`src/design/ohlc_bar_aggregator_assert.svh`:
```
// Assertion macros for the OHLC bar aggregator.
`ifndef OHLC_BAR_AGGREGATOR_ASSERT_SVH
`define OHLC_BAR_AGGREGATOR_ASSERT_SVH
`ifndef SYNTH
`define OBA_ASSERT_IMPL(lbl, clk, rst_n, a, c) \
    lbl: assert property (@(posedge clk) disable iff (!rst_n) (a) |-> (c)) \
        else $error("assertion failed");
`define OBA_ASSERT_NEXT(lbl, clk, rst_n, a, c) \
    lbl: assert property (@(posedge clk) disable iff (!rst_n) (a) |=> (c)) \
        else $error("assertion failed");
`else
`define OBA_ASSERT_IMPL(lbl, clk, rst_n, a, c)
`define OBA_ASSERT_NEXT(lbl, clk, rst_n, a, c)
`endif
`endif

```
`src/design/oba_queue.sv`:
```
// Two-entry queue between front and back.
`timescale 1ns / 1ps
module oba_queue #(
    parameter int WIDTH = 8
) (
    input  logic             i_clk,
    input  logic             i_rst_n,
    input  logic             i_valid,
    output logic             o_stall,
    input  logic [WIDTH-1:0] i_data,
    output logic             o_valid,
    input  logic             i_stall,
    output logic [WIDTH-1:0] o_data
);
    logic [WIDTH-1:0] r_d0, r_d1;
    logic [1:0] r_cnt;
    logic w_push, w_pop;

    assign o_stall = (r_cnt == 2'd2);
    assign o_valid = (r_cnt != 2'd0);
    assign o_data = r_d0;
    assign w_push = i_valid && !o_stall;
    assign w_pop = o_valid && !i_stall;

    always_ff @(posedge i_clk) begin
        if (!i_rst_n) begin
            r_cnt <= '0;
        end else begin
            r_cnt <= r_cnt + 2'(w_push) - 2'(w_pop);
        end
        if (w_pop) begin
            r_d0 <= (r_cnt == 2'd2) ? r_d1 : i_data;
        end else if (w_push && r_cnt == 2'd0) begin
            r_d0 <= i_data;
        end
        if (w_push && ((r_cnt == 2'd1 && !w_pop) || r_cnt == 2'd2)) begin
            r_d1 <= i_data;
        end
    end
endmodule

```
`config.mk`:
```
export PLATFORM = sky130hd
export DESIGN_NAME = oba_queue
export DESIGN_NICKNAME = d
export VERILOG_FILES = /design/src/design/ohlc_bar_aggregator_assert.svh /design/src/design/oba_queue.sv
export SDC_FILE = /design/constraint.sdc
export NUM_CORES = 1
export LEC_CHECK = 0
export ABC_AREA = 0
export BUFFER_PORTS_ARGS = -buffer_cell sky130_fd_sc_hd__buf_4
export CAP_MARGIN = 25
export CORE_MARGIN = 3
export CORE_UTILIZATION = 25
export DETAILED_ROUTE_END_ITERATION = 7
export SYNTH_ARGS = -nofsm -noshare
export SYNTH_HDL_FRONTEND = slang
export SYNTH_SLANG_ARGS = --single-unit
```
`constraint.sdc`:
```
create_clock -name i_clk -period 1.8 [get_ports i_clk]
set_clock_uncertainty 0.05 [all_clocks]
set_input_delay 0.09 -clock i_clk [delete_from_list [all_inputs] [get_ports i_clk]]
set_output_delay 0.09 -clock i_clk [all_outputs]
set_load 0.01 [all_outputs]
```
==> results.cfg <==
[placed_design]
dpl.hpwl_um = 925.4
dp_cells = 96
port_buffers = 21
gp_congestion = 0.6359
placed_cell_area_um2 = 959.7
post-place-ws_ns = 0.02324

[floorplanning]
dieArea_um2 = 3652
fp.coreArea_um2 = 2781
core.rowCount = 19
die_w_um = 60.43
io_pins = 22
die_y_um = 60.43
start_util_pct = 26.63

[pwr]
switchingPower_uw = 364.5
leakagePower_nw = 0.4281
p_sw_share_pct = 28.05
seq_power_share_pct = 45.6
clockPowerShare_pct = 15.6
power.internal_uw = 935.1
power_density_nw_per_um2 = 1205
ir_drop_uv = 576.9
p_comb_share_pct = 38.9

[global_routing]
grt_max_degree = 11
grt_pass1_wl_mm = 2.063
grt_use_total_pct = 8.005
overflow = 0
grt_pass1_vias = 457
antenna_found_initial = 0

[final_layout]
ff_latch_area_um2 = 520.5
fill_cells = 262
multi_input_area_um2 = 215.2
nNetsFinal = 93
antenna_cells = 0
area_growth_pct = 45.61
fin_area_um2 = 1079
layout-drive-gt1-share_pct = 48.72
fin_cells = 109

[critical_path]
r2r.worst_path.cells = 7
cp_max_fo = 3
r2r_slack_ns = 0.08
worst_r2r_endpoint = r_cnt[1]
startpoint = r_cnt[1]
start_kind = flip-flop
rr_startpoint = r_cnt[1]
critPathArrivalTime_ns = 1.90
endpoint = r_cnt[1]
crit_type = flip-flop to flip-flop
crit_path_end_kind = flip-flop
cp.required_ns = 1.99

[yosys]
synth.distinct_cells = 15
synth_area_um2 = 740.7
synth_mux_area_share_pct = 12.16
synthAdderAreaFrac_pct = 3.378
synth-compound-area-share_pct = 1.351
synth_top_family_by_area = multiplexers
ys_top_cells_by_area = edfxtp_1 65%, mux2_2 12%, dfxtp_1 5.4%
yosys.area.top_type_share_pct = 64.86
ys_seq_elements = 18
yosysTopAreaCell = edfxtp_1
seq_area_frac_synth_pct = 70.27
synthCells = 41
yosys_warnings = 0
synthesis.nets = 55
synthSimpleGateAreaFrac_pct = 8.277
synth.avg_cell_area_um2 = 18.07
synthXorXnorAreaFrac_pct = 3.547

[min_path]
hold_path_class = input pin to flip-flop

[timing]
slew_violations = 0
fin_crit_ns = 1.716
finalCritPeriodShare_pct = 95.31
timing.hold.ws_ns = 0.2569
tns_ns = 0
slew_headroom_pct = 69.58
fmax_mhz = 582.9
rsz0062_at_grt = false
setup_slack_ns = 0.08443
tightest_slew_ns = 0.4559
hold_viol_final = 0
setup_viol = 0

[route]
viasPerCell = 4.248
drt_wl_total_mm = 1.315
vias = 463
post-route-drc-count = 0
ant_nets = 0
drt-initial-drc-count = 3
routedWlPerCell_um = 12.06
dr.pass1.iters = 4

[clocking]
path_clk_slew_ns = 0.10
cts_tree = built
worstSkewPairLatency_ns = 0.29
clockBufferDepth = 2
cts_setup_buffers = 0
htreeDepth = 1
clkSinkCount = 18
cts_root_buffer = clkbuf_4
cts_made_buffers = 3

[run]
cap_viol_max_count = 0

[run_status]
status = finished, final reports clean
==> worst min-delay path by stage <==
stage / from / slack [ns] / cells after the start / to
after floorplan: i_data[0] / 0.14 / 0 / r_d1[0]
after global placement: i_data[0] / 0.23 / 1 / r_d1[0]
after detailed placement: i_data[5] / 0.23 / 1 / r_d1[5]
after CTS: i_stall / 0.24 / 3 / o_data[6]
after global routing: i_stall / 0.26 / 3 / o_data[0]
final: i_stall / 0.26 / 3 / o_data[3]
==> synthesized netlist by cell type <==
library cell  count
or2_2             1
ha_1              2
and2_1            1
and4_1            1
nor2_1            1
inv_1             2
a21oi_1           1
mux2_2            8
nor2b_1           2
dfxtp_1           2
edfxtp_1         16
xnor3_4           1
nor3_1            1
o21ai_0           1
nor3b_4           1
==> power by group through the flow <==
stage | registers, mW | logic [mW] | clock network, mW
final | 0.592 | 0.505 | 0.202
after detailed placement | 0.602 | 0.489 | 0
after global routing | 0.599 | 0.553 | 0.226
after floorplan | 0.646 | 0.219 | 0
after global placement | 0.599 | 0.476 | 0
after CTS | 0.594 | 0.514 | 0.216
==> final cells by class <==
class | count | share of cell area (%)
Clock buffer | 3 | 2.088
Clock inverter | 1 | 0.3480
Inverter | 2 | 0.6961
Multi-Input combinational cell | 21 | 19.95
Sequential cell | 18 | 48.26
Tap cell | 31 | 3.596
Timing Repair Buffer | 33 | 25.06
==> logic make-up (layout without fill, tap and decap cells) <==
group           after synthesis  in the layout
compound gates                2              2
simple gates                  8              8
buf+inv                       2             39
mux                           8              8
flops                        18             18
fa+ha+maj                     2              2
xor+xnor                      1              1
==> metal layers <==
metal / global-route usage [%] / vias to the layer above / wire, um
met5: 0 / - / 0
met4: 4.644 / 0 / 0
met3: 2.553 / 0 / 84
met2: 12.35 / 14 / 644
met1: 9.867 / 219 / 586
li1: - / 230 / -
==> layout by cell type, fill, tap and decap left out, drive strengths merged, types with 2 or more instances in the layout <==
cell type,netlist,routed
ha,2,2
dfxtp,2,2
inv,2,2
edfxtp,16,16
nor2b,2,2
clkbuf,0,3
buf,0,24
dlygate4sd3,0,9
mux2,8,8
==> sequential cells by signal, indices dropped and copies added, names as in the netlist <==
register and flops:
r_d1 8, r_cnt 2, o_data 8
==> critical path, cell delays in order, from the launching register on <==
cell and delay (ns):
dfxtp_1 0.33, or2_4 0.25, nor2b_1 0.14, ha_1 0.28, inv_1 0.06, ha_1 0.15, xnor3_4 0.31, nor2b_1 0.11
==> stage by stage <==
step	util (%)	total power [mW]
2_1_floorplan	-	0.8657
3_3_place_gp	34.50	1.075
3_5_place_dp	34.50	1.091
4_1_cts	38.78	1.324
5_1_grt	38.78	1.379
6_report	38.78	1.300
==> what timing repair did <==
item                       in CTS  in global routing
hold buffers                    9                  0
setup endpoints to repair       1                  0
hold endpoints to repair       10                  0
resized for setup               1                  0
(Power assumes the default switching activity.)
