[src/design/ohlc_bar_aggregator_assert.svh]
// Assertion macros for the OHLC bar aggregator.
`ifndef OHLC_BAR_AGGREGATOR_ASSERT_SVH
`define OHLC_BAR_AGGREGATOR_ASSERT_SVH
`ifndef SYNTH
`define OBA_ASSERT_IMPL(lbl, clk, rst_n, a, c) \
    lbl: assert property (@(posedge clk) disable iff (!rst_n) (a) |-> (c)) \
        else $error("assertion failed");
`define OBA_ASSERT_NEXT(lbl, clk, rst_n, a, c) \
    lbl: assert property (@(posedge clk) disable iff (!rst_n) (a) |=> (c)) \
        else $error("assertion failed");
`else
`define OBA_ASSERT_IMPL(lbl, clk, rst_n, a, c)
`define OBA_ASSERT_NEXT(lbl, clk, rst_n, a, c)
`endif
`endif

[src/design/oba_pkg.sv]
// Shared types and constants of the OHLC bar aggregator.
`timescale 1ns / 1ps
package oba_pkg;
    localparam int INSTRUMENTS_DEF = 64;
    localparam int PRICE_WIDTH_DEF = 32;
    localparam int TS_W = 48;
    localparam int VOL_W = 48;
    localparam int CNT_W = 32;
    localparam int PER_W = 27;
    localparam int ID_W = 6;
    localparam logic [PER_W-1:0] PERIOD_RESET = 27'd60000;

    typedef struct packed {
        logic [5:0]  instrument_id;
        logic [47:0] timestamp_ms;
        logic signed [31:0] price;
        logic [31:0] volume;
    } t_tick;

    typedef struct packed {
        logic [5:0]  bar_instrument;
        logic [47:0] bar_start_ms;
        logic signed [31:0] bar_open;
        logic signed [31:0] bar_high;
        logic signed [31:0] bar_low;
        logic signed [31:0] bar_close;
        logic [47:0] bar_volume;
        logic [31:0] bar_ticks;
    } t_bar;

    typedef enum logic [1:0] {
        ST_IDLE, ST_DIV, ST_DONE
    } t_div_state;

    typedef enum logic [1:0] {
        ST_WAIT, ST_READ, ST_UPDATE
    } t_back_state;
endpackage

[src/design/oba_front.sv]
// Front end: accept ticks, compute bucket start with a serial divider.
`timescale 1ns / 1ps
module oba_front (
    input  logic                   i_clk,
    input  logic                   i_rst_n,
    input  logic                   i_valid,
    output logic                   o_stall,
    input  oba_pkg::t_tick         i_tick,
    input  logic [oba_pkg::PER_W-1:0] i_period,
    output logic                   o_valid,
    input  logic                   i_stall,
    output oba_pkg::t_tick         o_tick,
    output logic [oba_pkg::TS_W-1:0] o_start
);
    localparam int TS_W = oba_pkg::TS_W;
    localparam int PER_W = oba_pkg::PER_W;
    localparam int CW = $clog2(TS_W);

    oba_pkg::t_div_state r_state, n_state;
    oba_pkg::t_tick r_tick;
    logic [TS_W-1:0] r_quo;
    logic [PER_W:0]  r_rem;
    logic [PER_W-1:0] r_per;
    logic [CW-1:0]   r_cnt;
    logic [PER_W+1:0] w_trial;
    logic [PER_W:0]  w_shift;
    logic            w_acc;

    assign w_acc = i_valid && !o_stall;
    // restoring divide, one quotient bit per cycle
    assign w_shift = {r_rem[PER_W-1:0], r_quo[TS_W-1]};
    assign w_trial = {1'b0, w_shift} - {2'b0, r_per};

    always_comb begin
        n_state = r_state;
        case (r_state)
            oba_pkg::ST_IDLE: if (w_acc) n_state = oba_pkg::ST_DIV;
            oba_pkg::ST_DIV:  if (r_cnt == CW'(TS_W-1)) n_state = oba_pkg::ST_DONE;
            oba_pkg::ST_DONE: if (!i_stall) n_state = oba_pkg::ST_IDLE;
            default: n_state = oba_pkg::ST_IDLE;
        endcase
    end

    always_comb begin
        o_stall = 1'b1;
        o_valid = 1'b0;
        case (r_state)
            oba_pkg::ST_IDLE: o_stall = 1'b0;
            oba_pkg::ST_DONE: o_valid = 1'b1;
            default: ;
        endcase
    end

    always_ff @(posedge i_clk) begin
        if (!i_rst_n) begin
            r_state <= oba_pkg::ST_IDLE;
        end else begin
            r_state <= n_state;
        end
        if (w_acc) begin
            r_tick <= i_tick;
            r_quo  <= i_tick.timestamp_ms;
            r_rem  <= '0;
            r_per  <= (i_period == '0) ? PER_W'(1) : i_period;
            r_cnt  <= '0;
        end else if (r_state == oba_pkg::ST_DIV) begin
            r_cnt <= r_cnt + CW'(1);
            if (!w_trial[PER_W+1]) begin
                r_rem <= w_trial[PER_W:0];
                r_quo <= {r_quo[TS_W-2:0], 1'b1};
            end else begin
                r_rem <= w_shift;
                r_quo <= {r_quo[TS_W-2:0], 1'b0};
            end
        end
    end

    assign o_tick = r_tick;
    // start = ts - remainder
    assign o_start = r_tick.timestamp_ms - TS_W'(r_rem);
endmodule

[config.mk]
export PLATFORM = sky130hd
export DESIGN_NAME = oba_front
export DESIGN_NICKNAME = d
export VERILOG_FILES = /design/src/design/ohlc_bar_aggregator_assert.svh /design/src/design/oba_pkg.sv /design/src/design/oba_front.sv
export SDC_FILE = /design/constraint.sdc
export NUM_CORES = 1
export LEC_CHECK = 0
export ABC_AREA = 1
export BUFFER_PORTS_ARGS = -buffer_cell sky130_fd_sc_hd__buf_2
export CELL_PAD_IN_SITES_DETAIL_PLACEMENT = 0
export CELL_PAD_IN_SITES_GLOBAL_PLACEMENT = 2
export CORE_UTILIZATION = 28
export DETAILED_ROUTE_END_ITERATION = 8
export PLACE_DENSITY = 0.76
export SLEW_MARGIN = 20
export SYNTH_ARGS = -nofsm -noshare
export SYNTH_HDL_FRONTEND = slang
export SYNTH_SLANG_ARGS = --single-unit
[constraint.sdc]
create_clock -name i_clk -period 14.4 [get_ports i_clk]
set_clock_uncertainty 0.1 [all_clocks]
set_input_delay 1.44 -clock i_clk [delete_from_list [all_inputs] [get_ports i_clk]]
set_output_delay 1.44 -clock i_clk [all_outputs]
set_load 0.02 [all_outputs]
==> flow_results.xml <==
<?xml version="1.0" encoding="UTF-8"?>
<metrics>
  <group name="floorplan">
    <metric name="fp.dieArea" unit="mm2">0.04887</metric>
    <metric name="core.rowCount" unit="">79</metric>
    <metric name="die_height" unit="um">221.1</metric>
    <metric name="top_level_pins" unit="">317</metric>
    <metric name="die_w" unit="um">221.1</metric>
    <metric name="core_area" unit="mm2">0.04695</metric>
    <metric name="floorplan.initialDensity" unit="">0.2862</metric>
  </group>
  <group name="placement">
    <metric name="place_congestion" unit="">0.8654</metric>
    <metric name="port_buffers" unit="">316</metric>
    <metric name="dp_hpwl" unit="um">37100</metric>
    <metric name="post-place-cells" unit="">2555</metric>
  </group>
  <group name="clocking">
    <metric name="cts_tree" unit="">done</metric>
    <metric name="post-cts-setup-buffers" unit="">0</metric>
    <metric name="holdBufCountCts" unit="">0</metric>
    <metric name="clock-sinks" unit="">229</metric>
    <metric name="cts_made_buffers" unit="">28</metric>
    <metric name="root_buffer" unit="">sky130_fd_sc_hd__clkbuf_16</metric>
    <metric name="htree_num_levels" unit="">1</metric>
    <metric name="clock_insertion_delay_worst_skew" unit="ps">580</metric>
    <metric name="cts_resized" unit="">0</metric>
    <metric name="path_clk_slew" unit="ps">60</metric>
    <metric name="clock_path_buffers" unit="">3</metric>
  </group>
  <group name="timing">
    <metric name="max_slew_vio_count" unit="">0</metric>
    <metric name="finalCriticalPeriod" unit="ps">4756</metric>
    <metric name="grt_setup_unrepaired" unit="">false</metric>
    <metric name="fmax" unit="MHz">210.3</metric>
    <metric name="period_share" unit="">0.3302</metric>
    <metric name="final_hold_viol_count" unit="">0</metric>
    <metric name="setup_viol_count_final" unit="">0</metric>
    <metric name="worstMarginPinSlew" unit="ps">998.6</metric>
    <metric name="normalized_max_slew_margin" unit="">0.3342</metric>
    <metric name="setup_tns_after_final_layout" unit="ps">0</metric>
  </group>
  <group name="layout">
    <metric name="final_std_cells_w_o_fill" unit="">2609</metric>
    <metric name="ff_latch_area" unit="mm2">0.006516</metric>
    <metric name="footprint_of_the_multi_input_gates" unit="mm2">0.005605</metric>
    <metric name="final_nets" unit="">2186</metric>
    <metric name="areaGrowthSynthToFinish" unit="%">22.58</metric>
    <metric name="final_core_util" unit="">0.3508</metric>
    <metric name="drive_gt1_frac" unit="">0.2084</metric>
    <metric name="nFillCells" unit="">5037</metric>
  </group>
  <group name="critical_path">
    <metric name="path_class" unit="">register to output port</metric>
    <metric name="timing.critical_path.arrival" unit="ps">3220</metric>
    <metric name="reg2reg_from" unit="">r_state[1]$_SDFFE_PN0P_</metric>
    <metric name="critical_path.reg2reg.endpoint" unit="">r_quo[5]$_DFFE_PP_</metric>
    <metric name="critical_path.startpoint_type" unit="">register</metric>
    <metric name="regToRegSetupSlack" unit="ps">11300</metric>
    <metric name="worst-path-max-fanout" unit="">6</metric>
    <metric name="required" unit="ps">12860</metric>
    <metric name="worst_r2r_path_depth" unit="">7</metric>
    <metric name="critical_path.endpoint_type" unit="">output port</metric>
  </group>
  <group name="power_and_ir_drop">
    <metric name="netSwitchingPower" unit="mW">1.183</metric>
    <metric name="p_comb_frac" unit="">0.436</metric>
    <metric name="power.share.clock" unit="">0.247</metric>
    <metric name="peakVddDrop" unit="uV">119.4</metric>
    <metric name="power.leakage" unit="nW">8.031</metric>
    <metric name="power_density" unit="mW/mm2">169.0</metric>
    <metric name="netSwitchingFraction" unit="">0.4250</metric>
    <metric name="internal_power" unit="mW">1.601</metric>
    <metric name="power.sequential.fraction" unit="">0.317</metric>
  </group>
  <group name="route">
    <metric name="detail_route.wl_per_cell" unit="um">17.48</metric>
    <metric name="drt_first_iter_violations" unit="">716</metric>
    <metric name="firstDrtPassIters" unit="">7</metric>
    <metric name="via_count" unit="">11760</metric>
    <metric name="drt-total-wl" unit="um">45600</metric>
    <metric name="route.detailed.vias_per_inst" unit="">4.506</metric>
    <metric name="drc" unit="">0</metric>
    <metric name="final_antenna_net_count" unit="">0</metric>
  </group>
  <group name="logic_synthesis">
    <metric name="postSynthAreaPerCell" unit="um2">8.013</metric>
    <metric name="postSynthCellCount" unit="">1677</metric>
    <metric name="ys_ff_latch" unit="">229</metric>
    <metric name="ys_async_sr_fraction" unit="">0</metric>
    <metric name="yosysUniqueCellTypes" unit="">40</metric>
    <metric name="synth_seq_area_share" unit="">0.4849</metric>
    <metric name="synthesis.nets" unit="">1884</metric>
    <metric name="postSynth.topFlopCell" unit="">sky130_fd_sc_hd__edfxtp_1</metric>
    <metric name="number_of_flops_mapped_to_enable_cells_by_yosys" unit="">193</metric>
    <metric name="synthesis.area" unit="mm2">0.01344</metric>
    <metric name="synth_warnings" unit="">0</metric>
  </group>
  <group name="run">
    <metric name="cap_viol_max_count" unit="">0</metric>
  </group>
  <group name="min_path">
    <metric name="timing.hold.worst_path_depth" unit="">2</metric>
    <metric name="worst_hold_path_type" unit="">register to register</metric>
    <metric name="holdPathEnd" unit="">r_rem[27]$_SDFFE_PP0P_</metric>
    <metric name="worst_hold_startpoint" unit="">r_rem[27]$_SDFFE_PP0P_</metric>
  </group>
  <group name="run_status">
    <metric name="status" unit="">finished, final reports clean</metric>
  </group>
  <group name="global_routing">
    <metric name="global_route_wire_length_before_repair" unit="um">68430</metric>
    <metric name="globalRoute.totalOverflow" unit="">0</metric>
    <metric name="antenna_found_initial" unit="">3</metric>
    <metric name="largest_net_degree_at_the_start_of_global_routing" unit="">119</metric>
    <metric name="grtUsageTotal" unit="">0.1821</metric>
    <metric name="grt_pass1_vias" unit="">11650</metric>
  </group>
</metrics>
==> area by class of cell <==
type,instances,area share
clock buffers,35,0.04596
inverters,277,0.06358
clock inverters,17,0.008811
well taps,607,0.04611
flip-flops and latches,229,0.3956
diodes,1,0.0001519
multi-input cells,1122,0.3403
repair buffers,321,0.09951
==> registers in the layout, indices dropped and copies added (netlist names) <==
| name | count |
|---|---|
| o_tick | 118 |
| r_quo | 48 |
| r_cnt | 6 |
| r_per | 27 |
| r_rem | 28 |
| r_state | 2 |
==> per-layer routing <==
layer  vias up  global-route usage  routed length (um)
met2       383              0.3017               20940
met4         2             0.04715                1098
li1       5941                   -                   -
met1      5373              0.2390               20520
met5         -                   0                   8
met3        57             0.04063                3038
==> logic make-up (layout without fill, tap and decap cells) <==
group           after synthesis  count (layout)  share of synthesized area
compound gates               99              99                    0.03985
xor+xnor                     39              39                    0.02542
fa+ha+maj                    58              58                    0.05512
buf+inv                     326             650                    0.09814
flops                       229             229                     0.4849
other cells                   0               1                          0
simple gates                926             926                     0.2966
==> cell usage after synthesis, types with 6 or more instances <==
cell                         n  area share
sky130_fd_sc_hd__a21oi_1    50       0.019
sky130_fd_sc_hd__inv_1     271       0.076
sky130_fd_sc_hd__nor3_1     17      0.0063
sky130_fd_sc_hd__nand4_1    21      0.0098
sky130_fd_sc_hd__clkbuf_1   38       0.011
sky130_fd_sc_hd__edfxtp_1  193        0.43
sky130_fd_sc_hd__xnor2_1    17       0.011
sky130_fd_sc_hd__nand3_1   107       0.040
sky130_fd_sc_hd__nand2_2    10      0.0047
sky130_fd_sc_hd__xor2_1     22       0.014
sky130_fd_sc_hd__nor2_1    113       0.032
sky130_fd_sc_hd__dfxtp_1    36       0.054
sky130_fd_sc_hd__o21ai_0    21      0.0078
sky130_fd_sc_hd__nand2_1   606        0.17
sky130_fd_sc_hd__ha_1       56       0.052
sky130_fd_sc_hd__nor4_1      8      0.0037
sky130_fd_sc_hd__nand3b_1    9      0.0050
sky130_fd_sc_hd__o21ai_1    14      0.0052
sky130_fd_sc_hd__nand3_2    19       0.014
sky130_fd_sc_hd__inv_2       6      0.0017
==> worst max-delay path, stage by stage, from the launching register on <==
cell and delay [ps]:
sky130_fd_sc_hd__edfxtp_1 340, sky130_fd_sc_hd__inv_1 50, sky130_fd_sc_hd__ha_1 220, sky130_fd_sc_hd__fa_1 420, sky130_fd_sc_hd__inv_1 190, sky130_fd_sc_hd__nand3_1 90
sky130_fd_sc_hd__nand2_1 140, sky130_fd_sc_hd__nand2_1 70, sky130_fd_sc_hd__nand2_1 150, sky130_fd_sc_hd__nand2_1 70, sky130_fd_sc_hd__nand2_1 150, sky130_fd_sc_hd__nand3_1 270
sky130_fd_sc_hd__nand2_1 150, sky130_fd_sc_hd__nand2_1 50, sky130_fd_sc_hd__nand2_1 110, sky130_fd_sc_hd__buf_2 190
==> layout by cell type (no fill, tap or decap), types with 5 or more instances in the layout <==
| cell type | n |
|---|---|
| sky130_fd_sc_hd__buf_2 | 316 |
| sky130_fd_sc_hd__nor3_1 | 17 |
| sky130_fd_sc_hd__nand3_1 | 107 |
| sky130_fd_sc_hd__nand3b_1 | 9 |
| sky130_fd_sc_hd__xor2_1 | 22 |
| sky130_fd_sc_hd__nand2_1 | 605 |
| sky130_fd_sc_hd__nor2_1 | 113 |
| sky130_fd_sc_hd__xnor2_1 | 17 |
| sky130_fd_sc_hd__clkinv_2 | 6 |
| sky130_fd_sc_hd__inv_2 | 6 |
| sky130_fd_sc_hd__o21ai_1 | 14 |
| sky130_fd_sc_hd__inv_1 | 270 |
| sky130_fd_sc_hd__o21ai_0 | 21 |
| sky130_fd_sc_hd__nor4_1 | 8 |
| sky130_fd_sc_hd__nand2_2 | 11 |
| sky130_fd_sc_hd__edfxtp_1 | 193 |
| sky130_fd_sc_hd__nand4_1 | 21 |
| sky130_fd_sc_hd__o21bai_1 | 5 |
| sky130_fd_sc_hd__nor2_4 | 5 |
| sky130_fd_sc_hd__dfxtp_1 | 36 |
| sky130_fd_sc_hd__nand3_2 | 19 |
| sky130_fd_sc_hd__a21oi_1 | 50 |
| sky130_fd_sc_hd__ha_1 | 56 |
| sky130_fd_sc_hd__clkbuf_16 | 28 |
==> metrics by stage <==
stage	area (um2)	hold WS (ps)	power [mW]	setup slack (ps)
floorplan	13440	325.8	1.726	7917
global placement	15540	340.1	2.120	10210
detailed placement	15540	343.7	2.118	10180
CTS	16440	370.3	2.818	9653
global route	16470	402.6	2.973	9395
finish	16470	363.5	2.784	9644
==> power groups by stage <==
stage | clock network (mW) | logic, mW | registers, mW
after global placement | 0 | 1.23 | 0.894
final | 0.687 | 1.21 | 0.882
after global routing | 0.728 | 1.35 | 0.893
after floorplan | 0 | 0.810 | 0.916
after detailed placement | 0 | 1.22 | 0.897
after CTS | 0.707 | 1.23 | 0.884
==> worst max path at each step <==
stage                                endpoint  cells after the start  slack (ps)                  from
after floorplan           o_tick[0]$_DFFE_PP_                      3        7920               i_valid
after global placement     r_quo[4]$_DFFE_PP_                      7       10210               i_valid
after detailed placement   r_quo[5]$_DFFE_PP_                      7       10180               i_valid
after CTS                         o_start[36]                     15        9650  o_tick[64]$_DFFE_PP_
after global routing              o_start[36]                     15        9390  o_tick[64]$_DFFE_PP_
final                             o_start[28]                     15        9640  o_tick[64]$_DFFE_PP_
Power figures use the tool's default switching activity.
